==> src/hw/rtl/priority_tagged_fifo_queue_unit_defines.svh <==
// Assertion macros for the priority tagged FIFO queue unit
`ifndef PRIORITY_TAGGED_FIFO_QUEUE_UNIT_DEFINES_SVH
`define PRIORITY_TAGGED_FIFO_QUEUE_UNIT_DEFINES_SVH

// same-cycle implication, checked outside reset
`define PTFQ_ASSERT_NOW(label, ante, cons) \
  label: assert property (@(posedge clk) disable iff (rst) (ante) |-> (cons)) \
    else $error("ptfq assertion failed");

// next-cycle implication, checked outside reset
`define PTFQ_ASSERT_NEXT(label, ante, cons) \
  label: assert property (@(posedge clk) disable iff (rst) (ante) |=> (cons)) \
    else $error("ptfq assertion failed");

`endif

==> src/hw/rtl/ptfq_pkg.sv <==
// Shared types and constants for the priority tagged FIFO queue
package ptfq_pkg;

  localparam int DEPTH_DEF = 16;
  localparam int VALUE_W   = 32;
  localparam int PRIO_W    = 8;
  localparam int STATUS_W  = 2;
  localparam int OCC_W     = 5;

  localparam logic CMD_INSERT = 1'b0;
  localparam logic CMD_REMOVE = 1'b1;

  localparam logic [STATUS_W-1:0] ST_OK        = 2'd0;
  localparam logic [STATUS_W-1:0] ST_EMPTY     = 2'd1;
  localparam logic [STATUS_W-1:0] ST_NOT_FOUND = 2'd2;
  localparam logic [STATUS_W-1:0] ST_FULL      = 2'd3;

  typedef struct packed {
    logic                      cmd;
    logic signed [VALUE_W-1:0] value;
    logic [PRIO_W-1:0]         priority_req;
  } req_t;

  typedef struct packed {
    logic signed [VALUE_W-1:0] removed_value;
    logic [STATUS_W-1:0]       status;
    logic [OCC_W-1:0]          occupancy;
  } rsp_t;

  // controller to datapath
  typedef struct packed {
    logic                latch;
    logic                wr_insert;
    logic                wr_shift;
    logic                rd_en;
    logic                rd_next;
    logic                idx_clr;
    logic                idx_inc;
    logic                cnt_inc;
    logic                cnt_dec;
    logic                res_set;
    logic                res_take;
    logic [STATUS_W-1:0] res_code;
    logic                load_out;
  } ctrl_t;

  // datapath to controller
  typedef struct packed {
    logic is_remove;
    logic full;
    logic empty;
    logic last;
    logic prio_hit;
    logic out_free;
  } stat_t;

endpackage

==> src/hw/rtl/ptfq_dp.sv <==
// Datapath: entry memories, count, scan index, result and output register
module ptfq_dp #(
  parameter int DEPTH = ptfq_pkg::DEPTH_DEF
) (
  input  logic            clk,
  input  logic            rst,
  input  ptfq_pkg::req_t  req_word,
  input  ptfq_pkg::ctrl_t ctrl,
  input  logic            rsp_ready,
  output ptfq_pkg::stat_t stat,
  output logic            rsp_valid,
  output ptfq_pkg::rsp_t  rsp_word
);
  import ptfq_pkg::*;

  localparam int AW = $clog2(DEPTH);
  localparam int CW = $clog2(DEPTH + 1);

  logic signed [VALUE_W-1:0] mem_value [DEPTH];
  logic [PRIO_W-1:0]         mem_prio  [DEPTH];

  logic                      cmd_q;
  logic signed [VALUE_W-1:0] value_q;
  logic [PRIO_W-1:0]         prio_q;

  logic [CW-1:0] count;
  logic [CW-1:0] idx;
  logic [CW-1:0] idx_plus;

  logic signed [VALUE_W-1:0] rd_value;
  logic [PRIO_W-1:0]         rd_prio;
  logic [AW-1:0]             rd_addr;

  logic                      wr_en;
  logic [AW-1:0]             wr_addr;
  logic signed [VALUE_W-1:0] wr_value;
  logic [PRIO_W-1:0]         wr_prio;

  logic signed [VALUE_W-1:0] res_value;
  logic [STATUS_W-1:0]       res_status;

  assign idx_plus = idx + CW'(1);
  assign rd_addr  = ctrl.rd_next ? idx_plus[AW-1:0] : idx[AW-1:0];

  // insert writes at the tail, shift moves entry idx+1 down into idx
  always_comb begin
    wr_en    = ctrl.wr_insert | ctrl.wr_shift;
    wr_addr  = ctrl.wr_insert ? count[AW-1:0] : idx[AW-1:0];
    wr_value = ctrl.wr_insert ? value_q : rd_value;
    wr_prio  = ctrl.wr_insert ? prio_q : rd_prio;
  end

  always_ff @(posedge clk) begin
    if (wr_en) begin
      mem_value[wr_addr] <= wr_value;
      mem_prio[wr_addr]  <= wr_prio;
    end
    if (ctrl.rd_en) begin
      rd_value <= mem_value[rd_addr];
      rd_prio  <= mem_prio[rd_addr];
    end
  end

  always_ff @(posedge clk) begin
    if (ctrl.latch) begin
      cmd_q   <= req_word.cmd;
      value_q <= req_word.value;
      prio_q  <= req_word.priority_req;
    end
    if (ctrl.res_set) begin
      res_status <= ctrl.res_code;
      res_value  <= ctrl.res_take ? rd_value : '0;
    end
    if (ctrl.load_out) begin
      rsp_word.removed_value <= res_value;
      rsp_word.status        <= res_status;
      rsp_word.occupancy     <= OCC_W'(count);
    end
  end

  always_ff @(posedge clk) begin
    if (rst) begin
      count     <= '0;
      idx       <= '0;
      rsp_valid <= 1'b0;
    end else begin
      if (ctrl.cnt_inc) begin
        count <= count + CW'(1);
      end else if (ctrl.cnt_dec) begin
        count <= count - CW'(1);
      end
      if (ctrl.idx_clr) begin
        idx <= '0;
      end else if (ctrl.idx_inc) begin
        idx <= idx_plus;
      end
      if (ctrl.load_out) begin
        rsp_valid <= 1'b1;
      end else if (rsp_ready) begin
        rsp_valid <= 1'b0;
      end
    end
  end

  always_comb begin
    stat.is_remove = (cmd_q == CMD_REMOVE);
    stat.full      = (count == CW'(DEPTH));
    stat.empty     = (count == '0);
    stat.last      = (idx_plus >= count);
    stat.prio_hit  = (rd_prio == prio_q);
    stat.out_free  = ~rsp_valid | rsp_ready;
  end

endmodule

==> src/hw/rtl/ptfq_ctrl.sv <==
// Controller: sequences insert, scan and compaction for one command word
module ptfq_ctrl (
  input  logic            clk,
  input  logic            rst,
  input  logic            req_valid,
  output logic            req_ready,
  input  ptfq_pkg::stat_t stat,
  output ptfq_pkg::ctrl_t ctrl
);
  import ptfq_pkg::*;

  localparam logic [2:0] S_IDLE     = 3'd0;
  localparam logic [2:0] S_DECIDE   = 3'd1;
  localparam logic [2:0] S_SCAN_RD  = 3'd2;
  localparam logic [2:0] S_SCAN_CMP = 3'd3;
  localparam logic [2:0] S_SH_CHK   = 3'd4;
  localparam logic [2:0] S_SH_RD    = 3'd5;
  localparam logic [2:0] S_SH_WR    = 3'd6;
  localparam logic [2:0] S_FINISH   = 3'd7;

  logic [2:0] state;
  logic [2:0] state_next;

  always_ff @(posedge clk) begin
    if (rst) begin
      state <= S_IDLE;
    end else begin
      state <= state_next;
    end
  end

  assign req_ready = (state == S_IDLE);

  always_comb begin
    state_next = state;
    ctrl       = '0;
    case (state)
      S_IDLE: begin
        if (req_valid) begin
          ctrl.latch = 1'b1;
          state_next = S_DECIDE;
        end
      end
      S_DECIDE: begin
        ctrl.idx_clr = 1'b1;
        if (!stat.is_remove) begin
          ctrl.res_set = 1'b1;
          if (stat.full) begin
            ctrl.res_code = ST_FULL;
          end else begin
            ctrl.res_code  = ST_OK;
            ctrl.wr_insert = 1'b1;
            ctrl.cnt_inc   = 1'b1;
          end
          state_next = S_FINISH;
        end else if (stat.empty) begin
          ctrl.res_set  = 1'b1;
          ctrl.res_code = ST_EMPTY;
          state_next    = S_FINISH;
        end else begin
          state_next = S_SCAN_RD;
        end
      end
      S_SCAN_RD: begin
        ctrl.rd_en = 1'b1;
        state_next = S_SCAN_CMP;
      end
      S_SCAN_CMP: begin
        if (stat.prio_hit) begin
          ctrl.res_set  = 1'b1;
          ctrl.res_take = 1'b1;
          ctrl.res_code = ST_OK;
          state_next    = S_SH_CHK;
        end else if (stat.last) begin
          ctrl.res_set  = 1'b1;
          ctrl.res_code = ST_NOT_FOUND;
          state_next    = S_FINISH;
        end else begin
          ctrl.idx_inc = 1'b1;
          state_next   = S_SCAN_RD;
        end
      end
      S_SH_CHK: begin
        // idx marks the hole; done once nothing sits above it
        if (stat.last) begin
          ctrl.cnt_dec = 1'b1;
          state_next   = S_FINISH;
        end else begin
          state_next = S_SH_RD;
        end
      end
      S_SH_RD: begin
        ctrl.rd_en   = 1'b1;
        ctrl.rd_next = 1'b1;
        state_next   = S_SH_WR;
      end
      S_SH_WR: begin
        ctrl.wr_shift = 1'b1;
        ctrl.idx_inc  = 1'b1;
        state_next    = S_SH_CHK;
      end
      S_FINISH: begin
        if (stat.out_free) begin
          ctrl.load_out = 1'b1;
          state_next    = S_IDLE;
        end
      end
      default: begin
        state_next = S_IDLE;
      end
    endcase
  end

endmodule

==> src/hw/rtl/priority_tagged_fifo_queue_unit.sv <==
// Top level of the priority tagged FIFO queue unit
// Usage:
//  req channel (req_valid/req_ready/req_word) takes one command word: insert
//  a value with a priority tag at the tail, or remove the oldest entry that
//  carries the given tag. rsp channel (rsp_valid/rsp_ready/rsp_word) returns
//  one word per command: removed value, status code and occupancy.
//  Commands run one at a time through an entry memory with one read port
//  and one write port, so the time per command is set by the memory scan
//  and the one-entry-per-step compaction. An insert or a failure at decode
//  goes straight to the response; a remove scans from the oldest entry until
//  the tag hits or the last entry misses, and a hit then shifts every newer
//  entry down by one. req_ready rises again at the same edge that raises
//  rsp_valid.
//  The response register holds a finished word while the receiver stalls;
//  the next command is still taken, and its result waits until the
//  register frees up.
//  Reset (rst, synchronous) empties the queue and drops any pending
//  response; entry contents are not cleared and need no clearing pass.
`include "priority_tagged_fifo_queue_unit_defines.svh"

module priority_tagged_fifo_queue_unit #(
  parameter int DEPTH = ptfq_pkg::DEPTH_DEF
) (
  input  logic           clk,
  input  logic           rst,
  input  logic           req_valid,
  output logic           req_ready,
  input  ptfq_pkg::req_t req_word,
  output logic           rsp_valid,
  input  logic           rsp_ready,
  output ptfq_pkg::rsp_t rsp_word
);
  import ptfq_pkg::*;

  ctrl_t ctrl;
  stat_t stat;

  ptfq_ctrl u_ctrl (
    .clk       (clk),
    .rst       (rst),
    .req_valid (req_valid),
    .req_ready (req_ready),
    .stat      (stat),
    .ctrl      (ctrl)
  );

  ptfq_dp #(
    .DEPTH (DEPTH)
  ) u_dp (
    .clk       (clk),
    .rst       (rst),
    .req_word  (req_word),
    .ctrl      (ctrl),
    .rsp_ready (rsp_ready),
    .stat      (stat),
    .rsp_valid (rsp_valid),
    .rsp_word  (rsp_word)
  );

  `PTFQ_ASSERT_NOW(a_no_overwrite, ctrl.load_out, stat.out_free)
  `PTFQ_ASSERT_NOW(a_no_grow_full, ctrl.cnt_inc, !stat.full)
  `PTFQ_ASSERT_NOW(a_no_shrink_empty, ctrl.cnt_dec, !stat.empty)
  `PTFQ_ASSERT_NEXT(a_busy_after_accept, req_valid && req_ready, !req_ready)

endmodule

==> config.mk <==
export PLATFORM = sky130hd
export DESIGN_NAME = priority_tagged_fifo_queue_unit
export DESIGN_NICKNAME = d
export VERILOG_FILES = /design/src/hw/rtl/ptfq_pkg.sv /design/src/hw/rtl/ptfq_dp.sv /design/src/hw/rtl/ptfq_ctrl.sv /design/src/hw/rtl/priority_tagged_fifo_queue_unit.sv
export VERILOG_INCLUDE_DIRS = /design/src /design/src/hw/rtl
export SDC_FILE = /design/constraint.sdc
export NUM_CORES = 1
export LEC_CHECK = 0
export BUFFER_PORTS_ARGS = -buffer_cell sky130_fd_sc_hd__buf_2
export CAP_MARGIN = 20
export CORE_ASPECT_RATIO = 2
export CORE_UTILIZATION = 40
export DETAILED_ROUTE_END_ITERATION = 8
export GPL_TIMING_DRIVEN = 1
export PLACE_DENSITY = 0.63
export SYNTH_ARGS = -nofsm -noshare
export SYNTH_HDL_FRONTEND = slang
export SYNTH_HIERARCHICAL = 1
export SYNTH_SLANG_ARGS = --single-unit
==> constraint.sdc <==
create_clock -name clk -period 4.5 [get_ports clk]
set_input_delay 0.45 -clock clk [delete_from_list [all_inputs] [get_ports clk]]
set_output_delay 0.45 -clock clk [all_outputs]
set_load 0.005 [all_outputs]
* After elaboration in Yosys (flattened, before gate mapping)
Memory sizes are Yosys's and may differ from the RTL's. A register that Yosys moved wholly into a read port is not among the register bits. Index checks and enable logic that the tools add are counted.
Cells by class: add/subtract/negate cells 3, $lt $le $gt $ge 1, equal/unequal tests 11, multiplexer cells 46, bitwise gates (word level) 3, reduce and logical (&&, ||, !) cells 7
Operator list (number):
- $mux W32 | 1
- $mux W1 | 25
- $pmux W3 S8 | 1
- $mux W3 | 6
- $eq A3 B3 Y1 const B | 4
- $add A5 B1 Y5 const B | 2
- $mux W2 | 5
- $mux W5 | 2
- $eq A8 B8 Y1 | 1
- $mux W4 | 2
- $mux W8 | 1
- $eq A3 B2 Y1 const B | 2
- $eq A5 B5 Y1 const B | 1
- $ge A5 B5 Y1 | 1
- $logic_not A5 Y1 | 1
- $sub A5 B1 Y5 const B | 1
- $ne A2 B2 Y1 const B | 2
- $pmux W1 S2 | 2
- $pmux W2 S2 | 1
- $reduce_bool A2 Y1 | 2
- $reduce_or A2 Y1 | 2
- $eq A3 B1 Y1 const B | 1
- $logic_not A3 Y1 | 1
- $or A1 B1 Y1 | 2
- 2 further kinds | 2
Word-level totals: flip-flop bits (word level) 128, RAM bits 640, input port bits 45, output and inout port bits 41, logic and storage cells 85, memories kept 2
Memories:
- u_dp.mem_value | depth 16, width 32, rd ports 1, clocked after Yosys merged registers in 1, wr ports 1, RTL line ptfq_dp.sv:19 | logic signed [VALUE_W-1:0] mem_value [DEPTH];
- u_dp.mem_prio | depth 16, width 8, rd ports 1, clocked after Yosys merged registers in 1, wr ports 1, RTL line ptfq_dp.sv:20 | logic [PRIO_W-1:0] mem_prio [DEPTH];

* Logic depth before layout (Yosys ltp)
depth after elaboration 7, mapped depth 13, mapped depth without buffers 12

* Hierarchy
The synthesis kept the hierarchy.
By module, submodules not included:
- ptfq_dp | times used 1, cells an instance 1822, area each 33339.5 sq um, sequential area each 24063.1 sq um
- ptfq_ctrl | times used 1, cells an instance 52, area each 361.6 sq um, sequential area each 60.1 sq um

* Worst setup path before layout
OpenSTA, ideal clock, no wires.
path kind register to register, start register u_ctrl.state[2], end memory u_dp.mem_prio[10][0] (enable), setup time 0.438 ns, arrival 3.775 ns, required time 4.062 ns, setup slack 0.288 ns, cell stages (with the launch flop) 10, path buffers 4, period minus slack after synthesis 4.212 ns, cell sequence dfxtp_1 > buf_4 > inv_1 > nand2_1 > nor3_1 > buf_4 > clkbuf_1 > buf_1 > a31oi_1 > nor2_1
RTL lines:
- from (decl) | RTL line ptfq_ctrl.sv:21 | logic [2:0] state;
- from (signal assigned) | RTL line ptfq_ctrl.sv:28 | state <= state_next;
- to (decl) | RTL line ptfq_dp.sv:20

* Final worst setup path
start register u_dp.idx[1], end register u_dp.rd_value[8], read port of u_dp.mem_value (data pin)
On the way: word-level cells in the longest chain between the ends 2
Ends and longest elaborated chain:
- from (decl) | RTL line ptfq_dp.sv:27 | logic [CW-1:0] idx;
- from (signal assigned) | RTL line ptfq_dp.sv:95 | idx <= idx_plus;
- $add A5 B1 Y5 | RTL line ptfq_dp.sv:42 | assign idx_plus = idx + CW'(1);
- via u_dp.idx_plus[1] | RTL line ptfq_dp.sv:28 | logic [CW-1:0] idx_plus;
- $mux W4 | RTL line ptfq_dp.sv:43 | assign rd_addr = ctrl.rd_next ? idx_plus[AW-1:0] : idx[AW-1:0];
- to (decl) | RTL line ptfq_dp.sv:30 | logic signed [VALUE_W-1:0] rd_value;
The timed path passes the listed nets, and every way through them passes these cells. A chain may end at the register's enable or synchronous reset.

==> flow_summary.yaml <==
layout:
  seqCellArea_sq_mm: 0.0241
  areaGrowthSynthToFinish_pct: 13.5
  fin_area_sq_mm: 0.0382
  multi_input_area_sq_mm: 0.00913
  drive_gt1_share_pct: 18.7
  fin_nets: 2048
  n_fill_cell: 6968
logic_synthesis:
  synth_xor_area_share_pct: 0.546
  yosys_warnings: 6
  syn_area_sq_mm: 0.0337
  synthCells: 1874
  synth.mux.area_fraction_pct: 16.3
  synth_edf_count: 794
  ys_ff_latch: 808
  synth.avg_cell_area_sq_um: 18.0
  synth_top_family_by_area: "multiplexers"
  synth-compound-area-share_pct: 6.17
  syn-num-nets: 1929
  synth.distinct_cells: 48
  yosysSeqAreaShare_pct: 71.6
  synth_top_cell_by_area: "edfxtp_1"
  yosys.area_share.simple_pct: 3.04
  synthTopCellsByArea: "edfxtp_1, mux2i_1, mux4_2, a221oi_1, a22o_1"
  synth_top_area_share_pct: 70.7
  ys_async_sr_fraction_pct: 0
  synth_fa_ha_area_share_pct: 0.394
  synth-main-ff-cell: "edfxtp_1"
timing:
  period_share_pct: 82.5
  fmax_ghz: 0.269
  slew_violations: 0
  setup_violations: 0
  slew_headroom_pct: 24.3
  worstMarginPinSlew_ns: 1.14
  rsz0062_at_grt: "no"
  tns_ns: 0
  hold_violations: 0
  finalClockSkew_ns: 0.0362
  fin_crit_ns: 3.71
worst_setup_path:
  critical_path.max_fanout: 128
  critPathArrivalTime_ns: 4.10
  rr_worst_depth: 8
  ff2ff_setup_slack_ns: 0.79
  r2r-start: "u_dp/idx[1]"
  critPathCaptureType: "register"
  worstReg2RegEnd: "u_dp/rd_value[8]"
  worstSetupPathType: "register to register"
  startpoint_type: "register"
  worstPathRequired_ns: 4.88
worst_hold_path:
  min_to: "u_ctrl/state[0]"
  whs_path_depth: 3
  worstHoldStart: "req_valid"
  hp-class: "input port to register"
pwr:
  p_per_area_mw_per_mm2: 544
  seqPwrFrac_pct: 49.7
  switching_power_uw: 5990
  peakVddDrop_mv: 0.441
  share_comb_of_total_power_pct: 21.7
  p_int_uw: 14800
  power.share.switching_pct: 28.8
  leakage_uw: 0.0116
  clockPowerShare_pct: 28.6
run_status:
  outcome: "finished, final reports clean"
cts:
  cts_tree: "yes"
  cts_root_buf: "clkbuf_16"
  insertion_delay_ns: 0.66
  cts_buffer_depth: 3
  clkTransAtPathRegs_ns: 0.07
  cts_buffers: 70
  postCtsResizedCells: 0
  htree_levels: 3
  cts.sinks: 808
placement:
  io_buffers: 85
  placed_cell_area_sq_mm: 0.0356
  gp_congestion: 0.782
  dp.final_hpwl_mm: 45.0
die:
  dieWidth_um: 207
  start_util_pct: 40.4
  rows: 150
  fp.dieH_um: 412
  pin_count: 86
  core_sq_mm: 0.0835
  dieArea_sq_mm: 0.0855
global_route:
  grt.total_usage_pct: 20.4
  grt_pass1_wl_mm: 127
  grt_start_max_net_pins: 129
  overflow: 0
  antenna_found_initial: 1
  grt_pass1_vias: 19300
detailed_routing:
  wl_per_cell_um: 28.1
  drc: 0
  drtPass1Iterations: 6
  drt_wl_total_mm: 87.4
  drt-initial-drc-count: 1775
  routed-via-count: 18500
  vias_per_cell: 5.94
  antenna_left: 0
job:
  drv_cap: 0
[per-layer routing]
layer  share of wire, %  track usage, %  wire, um
met1                 36            23.1     31800
met2                 54            38.0     47200
met3                5.6            2.70      4860
met4                4.1            9.48      3600
met5                  0               0         0
[cell type report]
class,instances,share of cell area (%)
inverters,10,0.0982
flip-flops and latches,808,63.1
repair buffers,173,3.73
multi-input cells,930,23.9
diodes,1,0.00654
clock inverters,39,0.982
clock buffers,86,4.74
well taps,1064,3.48
[cells in the final DEF (no fill, tap or decap), types with 9 or more instances in the layout]
cell | netlist | routed
mux4_2 | 80 | 80
a21oi_1 | 13 | 13
clkinv_1 | 0 | 13
a22o_1 | 81 | 80
buf_2 | 55 | 85
nor2_1 | 34 | 17
a222oi_1 | 40 | 40
dfxtp_1 | 14 | 13
nand2_1 | 94 | 93
edfxtp_1 | 794 | 794
inv_1 | 10 | 10
mux2_2 | 40 | 40
buf_4 | 14 | 28
a221oi_1 | 81 | 81
nor2_4 | 1 | 18
clkbuf_1 | 48 | 16
nor3_1 | 10 | 9
clkbuf_16 | 0 | 70
xnor2_1 | 15 | 14
mux2i_1 | 323 | 323
buf_12 | 0 | 19
and2_1 | 36 | 34
clkinv_2 | 0 | 9
dlygate4sd3_1 | 0 | 41
[metrics by stage]
step           total power [uW]  hold slack (ns)  setup slack [ns]  utilization (%)  cells
2_1_floorplan             13400            0.400             0.288                -   1874
3_3_place_gp              14800            0.400             0.874             42.7   2944
3_5_place_dp              15000            0.405             0.771             42.7   2944
4_1_cts                   21000           0.0397             0.776             45.8   3110
5_1_grt                   21600            0.101             0.575             45.8   3110
6_report                  20800           0.0760             0.787             45.8   3111
[state kept, by name, summed over array words and instances (netlist names)]
register,count
u_ctrl/state,3
u_dp/cmd_q,1
u_dp/count,5
u_dp/idx,5
u_dp/mem_prio,128
u_dp/mem_value,512
u_dp/prio_q,8
u_dp/rd_prio,8
u_dp/rd_value,32
u_dp/res_status,2
u_dp/res_value,32
u_dp/rsp_valid,1
u_dp/rsp_word,39
u_dp/value_q,32
[worst max-delay path, cell delays in order (launching register included)]
cell      delay, ns
dfxtp_4        0.78
ha_4           0.24
buf_12         0.72
buf_4          0.71
mux2i_1        0.27
a22o_1         0.14
a221oi_1       0.05
a222oi_1       0.39
nand2_1        0.10
[what timing repair did]
action                                  CTS  global route
hold buffers                             41             0
endpoints found under the setup margin    0             0
buffers inserted                          0             0
hold endpoints to repair                 41             0
[power by group through the flow]
| stage | Clock [uW] | Sequential (uW) | Combinational (uW) |
|---|---|---|---|
| after detailed placement | 0 | 10500 | 4510 |
| after floorplan | 0 | 10300 | 3140 |
| final | 5950 | 10300 | 4510 |
| after global placement | 0 | 10500 | 4330 |
| after CTS | 6080 | 10300 | 4550 |
| after global routing | 6320 | 10400 | 4860 |
[cells in the mapped netlist (13+ instances only)]
library cell	n
mux2_2	40
a222oi_1	40
buf_2	55
and2_1	36
nand2_1	94
dfxtp_1	14
a21oi_1	13
a221oi_1	81
xnor2_1	15
nor2_1	34
mux4_2	80
clkbuf_1	48
buf_4	14
edfxtp_1	794
a22o_1	81
mux2i_1	323
[cells by family (layout without fill, tap and decap cells)]
family	count (synthesis)	after routing
buffers and inverters	136	308
xor gates and xnor gates	21	21
other	0	1
AOI/OAI and AO/OA	244	244
and+or+nand+nor	212	212
adders and majority gates	10	10
muxes	443	443
DFF	808	808
[how the worst max path moves through the flow]
stage	start	endpoint	slack, ns	depth (start not counted)
after floorplan	u_ctrl/state[2]	u_dp/mem_prio[10][0]	0.29	9
after global placement	u_dp/idx[1]	u_dp/rd_value[28]	0.87	8
after detailed placement	u_dp/idx[1]	u_dp/rd_value[8]	0.77	8
after CTS	u_dp/idx[1]	u_dp/rd_value[8]	0.78	8
after global routing	u_dp/idx[1]	u_dp/rd_value[3]	0.58	8
final	u_dp/idx[1]	u_dp/rd_value[8]	0.79	8
(Power assumes the default switching activity.)
